### config.mk
export PLATFORM = sky130hd
export DESIGN_NAME = sds_merge
export DESIGN_NICKNAME = d
export VERILOG_FILES = /design/src/hdl/sds_pkg.sv /design/src/hdl/sds_merge.sv
export SDC_FILE = /design/constraint.sdc
export NUM_CORES = 1
export LEC_CHECK = 0
export ABC_AREA = 0
export ABC_CLOCK_PERIOD_IN_PS = 3600
export BUFFER_PORTS_ARGS = -buffer_cell sky130_fd_sc_hd__buf_2
export CORE_ASPECT_RATIO = 1.25
export CORE_MARGIN = 2
export CORE_UTILIZATION = 30
export DETAILED_ROUTE_END_ITERATION = 10
export MAX_ROUTING_LAYER = met4
export PLACE_DENSITY_LB_ADDON = 0.3
export SYNTH_ARGS = -nofsm -noshare
export SYNTH_HDL_FRONTEND = slang
export SYNTH_SLANG_ARGS = --single-unit
export TNS_END_PERCENT = 10
### constraint.sdc
create_clock -name clock -period 3.6 [get_ports clock]
set_input_delay 0.36 -clock clock [delete_from_list [all_inputs] [get_ports clock]]
set_output_delay 0.36 -clock clock [all_outputs]
set_load 0.005 [all_outputs]
### src/hdl/sds_pkg.sv
// ----------------------------------------------------------------------------
// Stereo distortion shaper package
// Shared widths, register indexes, configuration struct and output truncation and saturation.
// ----------------------------------------------------------------------------
`default_nettype none

package sds_pkg;

   localparam int SAMPLE_BITS = 24;
   localparam int FRAC_BITS   = 20;
   localparam int NUM_LANES   = 2;

   // rational path: numerator/denominator in Q(2F), quotient in Q.F below 2.0
   localparam int PROD_BITS   = 2 * SAMPLE_BITS;
   localparam int QUO_BITS    = FRAC_BITS + 2;
   // foldback path: k - t, its magnitude and the modulus 4t
   localparam int FOLD_BITS   = SAMPLE_BITS + 2;
   localparam int UMAG_BITS   = SAMPLE_BITS + 1;
   localparam int RED_BITS    = PROD_BITS - FRAC_BITS;

   // register stages from request accept to lane result
   localparam int LANE_LAT    = 30;

   localparam int CSR_IDX_BITS = 2;

   localparam logic [PROD_BITS-1:0] ONE_SQ = PROD_BITS'(1) << (2 * FRAC_BITS);
   localparam logic [RED_BITS-1:0]  MAG_POS_MAX = RED_BITS'((1 << (SAMPLE_BITS - 1)) - 1);
   localparam logic [RED_BITS-1:0]  MAG_NEG_MAX = RED_BITS'(1 << (SAMPLE_BITS - 1));

   typedef logic signed [SAMPLE_BITS-1:0] sample_type;

   typedef enum logic [CSR_IDX_BITS-1:0] {
      REG_SHAPE_MODE = 2'd0,
      REG_THRESHOLD  = 2'd1,
      REG_GAIN       = 2'd2
   } reg_idx_type;

   typedef enum logic {
      MODE_RATIONAL = 1'b0,
      MODE_FOLDBACK = 1'b1
   } mode_type;

   typedef struct packed {
      mode_type                  mode;
      logic [SAMPLE_BITS-1:0]    threshold;
      logic [SAMPLE_BITS-1:0]    gain;
   } cfg_type;

   // drop the fraction bits of a Q(2F) magnitude, saturate, apply the sign
   function automatic sample_type finish_sat(input logic neg,
                                             input logic [PROD_BITS-1:0] prod);
      logic [RED_BITS-1:0] mag;
      logic [RED_BITS-1:0] nmag;
      mag  = prod[PROD_BITS-1:FRAC_BITS];
      nmag = '0;
      if (neg) begin
         if (mag > MAG_NEG_MAX) begin
            mag = MAG_NEG_MAX;
         end
         nmag = RED_BITS'(0) - mag;
         return sample_type'(nmag[SAMPLE_BITS-1:0]);
      end
      if (mag > MAG_POS_MAX) begin
         mag = MAG_POS_MAX;
      end
      return sample_type'(mag[SAMPLE_BITS-1:0]);
   endfunction

endpackage

`default_nettype wire

### src/hdl/sds_merge.sv
// ----------------------------------------------------------------------------
// Lane merge and output buffer
// Packs the lane results into one response and holds up to two responses.
// ----------------------------------------------------------------------------
`default_nettype none

module sds_merge (
   input  wire logic                 clock,
   input  wire logic                 reset,
   input  wire logic                 vld_i,
   input  wire sds_pkg::sample_type  res_i [sds_pkg::NUM_LANES],
   output logic                      space_o,
   output logic                      rsp_tvalid,
   input  wire logic                 rsp_tready,
   // rsp_tdata: left_out [23:0], right_out [47:24]
   output logic [sds_pkg::NUM_LANES*sds_pkg::SAMPLE_BITS-1:0] rsp_tdata
);
   import sds_pkg::*;

   localparam int WORD_BITS = NUM_LANES * SAMPLE_BITS;

   logic [WORD_BITS-1:0] data_ff [2];
   logic                 wr_ptr_ff, wr_ptr_in;
   logic                 rd_ptr_ff, rd_ptr_in;
   logic [1:0]           count_ff, count_in;
   logic [WORD_BITS-1:0] word;
   logic                 push, pop;

   always_comb begin
      for (int l = 0; l < NUM_LANES; l++) begin
         word[l*SAMPLE_BITS +: SAMPLE_BITS] = res_i[l];
      end
   end

   assign rsp_tvalid = (count_ff != 2'd0);
   assign pop        = rsp_tvalid && rsp_tready;
   assign space_o    = (count_ff != 2'd2) || rsp_tready;
   assign push       = vld_i && space_o;
   assign rsp_tdata  = data_ff[rd_ptr_ff];

   always_comb begin
      wr_ptr_in = push ? !wr_ptr_ff : wr_ptr_ff;
      rd_ptr_in = pop ? !rd_ptr_ff : rd_ptr_ff;
      count_in  = count_ff;
      if (push && !pop) begin
         count_in = count_ff + 2'd1;
      end else if (pop && !push) begin
         count_in = count_ff - 2'd1;
      end
   end

   always_ff @(posedge clock) begin
      if (reset) begin
         wr_ptr_ff <= 1'b0;
         rd_ptr_ff <= 1'b0;
         count_ff  <= 2'd0;
      end else begin
         wr_ptr_ff <= wr_ptr_in;
         rd_ptr_ff <= rd_ptr_in;
         count_ff  <= count_in;
      end
   end

   always_ff @(posedge clock) begin
      if (push) begin
         data_ff[wr_ptr_ff] <= word;
      end
   end

   a_count_range: assert property (@(posedge clock) disable iff (reset)
      count_ff != 2'd3)
      else $error("output buffer count out of range");

   a_no_overflow: assert property (@(posedge clock) disable iff (reset)
      (push && count_ff == 2'd2) |-> pop)
      else $error("response pushed into a full buffer");

   a_count_grow: assert property (@(posedge clock) disable iff (reset)
      (push && !pop) |=> (count_ff == $past(count_ff) + 2'd1))
      else $error("buffer count did not follow a push");

endmodule

`default_nettype wire

==> metrics.txt <==
DIE HEIGHT=between 100 and 150 um; GPL Wtd Cong=around 0.7; Remaining Overflow, GRT=0; number of port buffers=101; status=finished, final reports clean; cts repair resizes=0; mux contribution to synthesized area=0.1463; clk sinks=between 100 and 150; final setup fails=0; Slew headroom=0.5410; commonest non-fill, non-tap cell in the layout=buf_2; XOR/XNOR Fraction of Synth Area=0.007114; I/O Pins=roughly 100; Starting Density=0.3051; crit path to=rsp_tdata[16]; half-perimeter wire length after placement=slightly above 4 mm; reg2reg path depth=3; cts hold-fix bufs=0; crit end category=primary output; setup TNS after final layout=0 ns; worst vdd ir=302.2 uV; initial antenna violation count=0; main combinational cell family by area after synthesis=multiplexers; Final WS setup=roughly 1.2 ns; CP Depth=3; Warnings, synthesis=0; H-tree levels=3; Critical Path Fanout Max=27; # nets final=~340; worst path cell trace=buf_4 > mux2_2 > buf_2; Buf/Inv on CP=2; crit path kind=flip-flop to primary output; largest cells by area after synthesis=edfxtp_1 78%, mux2_2 15%, dfxtp_1 2.7%; Yosys top cell by area=edfxtp_1; Worst setup SP type=flip-flop; placed cell count=around 440; share of cells above drive strength 1=0.5986; # rows=45; first-pass GRT wire length=roughly 9.4 mm; hold_ws=roughly 0.21 ns; CP delay by family, top=flip-flops; syn_area_per_cell=about 21 um^2; Post-Synth Adder-Cell Area=0.003388; Gate Count Post-Synth=between 150 and 200; Antenna Cells=0; Clk Latency, worst-skew pair=around 0.33 ns; final core occ=0.3857; Hold Crit Class=primary input to flip-flop; post-synthesis sequential area ratio=0.8076; die width=approximately 100 um; largest net degree at the start of global routing=49; Reg-to-Reg End=data_ff[1][9]; Die Area=roughly 0.013 mm^2; worst clock skew=around 0.007 ns; Distinct cells, synth=19; antenna-violating nets left=0; Total GRT Usage=0.1000; Synth Area in Compound Gates=0.006436; share of the clock period used by the worst path=0.6671; simple logic cell fraction of the synthesized area=0.02168; f_max=around 420 MHz; minimum clock period=approximately 2.4 ns; Synth Cell Area=about 0.0037 mm^2; drt first pass iters=4; power density over the cells=approximately 630 mW/mm^2; Seq cells post-synth=101; CTS tree=done; clock root buffer=clkbuf_16; clk buf depth=2; Routed wire per std cell=around 14 um; largest stage delay on the critical path=approximately 0.76 ns; Max Cap Viol=0; synth-to-layout area growth=26.42%; Least-Margin Pin Slew=between 0.6 and 0.7 ns; arrival time worst endpoint=slightly above 2 ns; Placeable Area=0.01211 mm^2; Num CTS Buffers=9; DR iter-0 viols=47; area share of the leading cell type in the synthesized netlist=0.7805; CP max-delay cell=dfxtp_2; most frequent cells in the layout=101 x buf_2, 96 x edfxtp_1, 48 x mux2_2; clk slew on worst S/H paths=0.07 ns; worst r2r src=count_ff[1]; non-filler cells, final=about 450; Syn Nets=227; Reg2Reg Setup Slack=1.63 ns; drt total wl=roughly 6.4 mm; leakage power=roughly 1.7 nW; DRC violation count after routing=0; post-placement setup slack=~1.5 ns; vias in the first global route=between 1500 and 2000; via/cell ratio=4.227; RSZ-0062 raised after global routing=false; Worst Path Required=3.24 ns; via count=between 1500 and 2000; layout filler cell count=1148; Max Slew Vio Count=0; Final Hold Vio Count=0; postcts setup bufs=0
==> stage by stage <==
stage,total power [mW],cell area [um^2]
final,2.957,4669
after detailed placement,2.145,4400
after global placement,2.136,4400
after CTS,3.024,4669
after floorplan,1.879,3694
after global routing,3.118,4669
==> routing by layer <==
layer	GRT usage	share of wire
met1	0.1120	0.43
met2	0.1654	0.51
met3	0.02781	0.049
met4	0.04412	0.015
met5	-	0
==> where the power goes <==
group,switching [mW],internal [mW],leakage (nW)
clock network,0.392,0.466,0.122
logic,0.258,0.332,0.653
registers,0.0763,1.43,0.940
total,0.726,2.23,1.72
==> flip-flops by register name, indices dropped and copies added, names as in the netlist, named ones only <==
register and cells:
data_ff 96, count_ff 2, rd_ptr_ff 1, wr_ptr_ff 1
==> cells by family after synthesis <==
family	Yosys count
buffers and inverters	5
XOR/XNOR	3
flip-flops	101
adder cells (fa/ha/maj)	1
multiplexers	48
AO/OA/AOI/OAI	4
AND/OR/NAND/NOR	12
==> cell usage after synthesis (all sizes together) <==
cell    count
edfxtp     96
mux2       48
buf         5
dfxtp       5
nor2        4
o21ai       3
xor2        3
a21oi       1
and2        1
and3        1
ha          1
nand2b      1
nand3       1
nor2b       1
or2         1
or3         1
or3b        1
==> worst min path at each step <==
stage,endpoint,from,depth (start not counted),slack (ns)
2_1_floorplan,count_ff[1],reset,1,0.43
3_3_place_gp,rd_ptr_ff,rd_ptr_ff,2,0.49
3_5_place_dp,rd_ptr_ff,rd_ptr_ff,2,0.51
4_1_cts,data_ff[1][44],res_i[20],1,0.20
5_1_grt,data_ff[0][12],res_i[36],1,0.20
6_report,data_ff[1][44],res_i[20],1,0.21
==> final cells by class <==
cell class | instances | area [um^2] | area share
Timing Repair Buffer | 104 | 528.0 | 0.1131
Clock inverter | 6 | 40.04 | 0.008574
Tap cell | 164 | 205.2 | 0.04394
Multi-Input combinational cell | 68 | 683.2 | 0.1463
Sequential cell | 101 | 2984 | 0.6391
Clock buffer | 10 | 229.0 | 0.04904
Power figures use the tool's default switching activity.
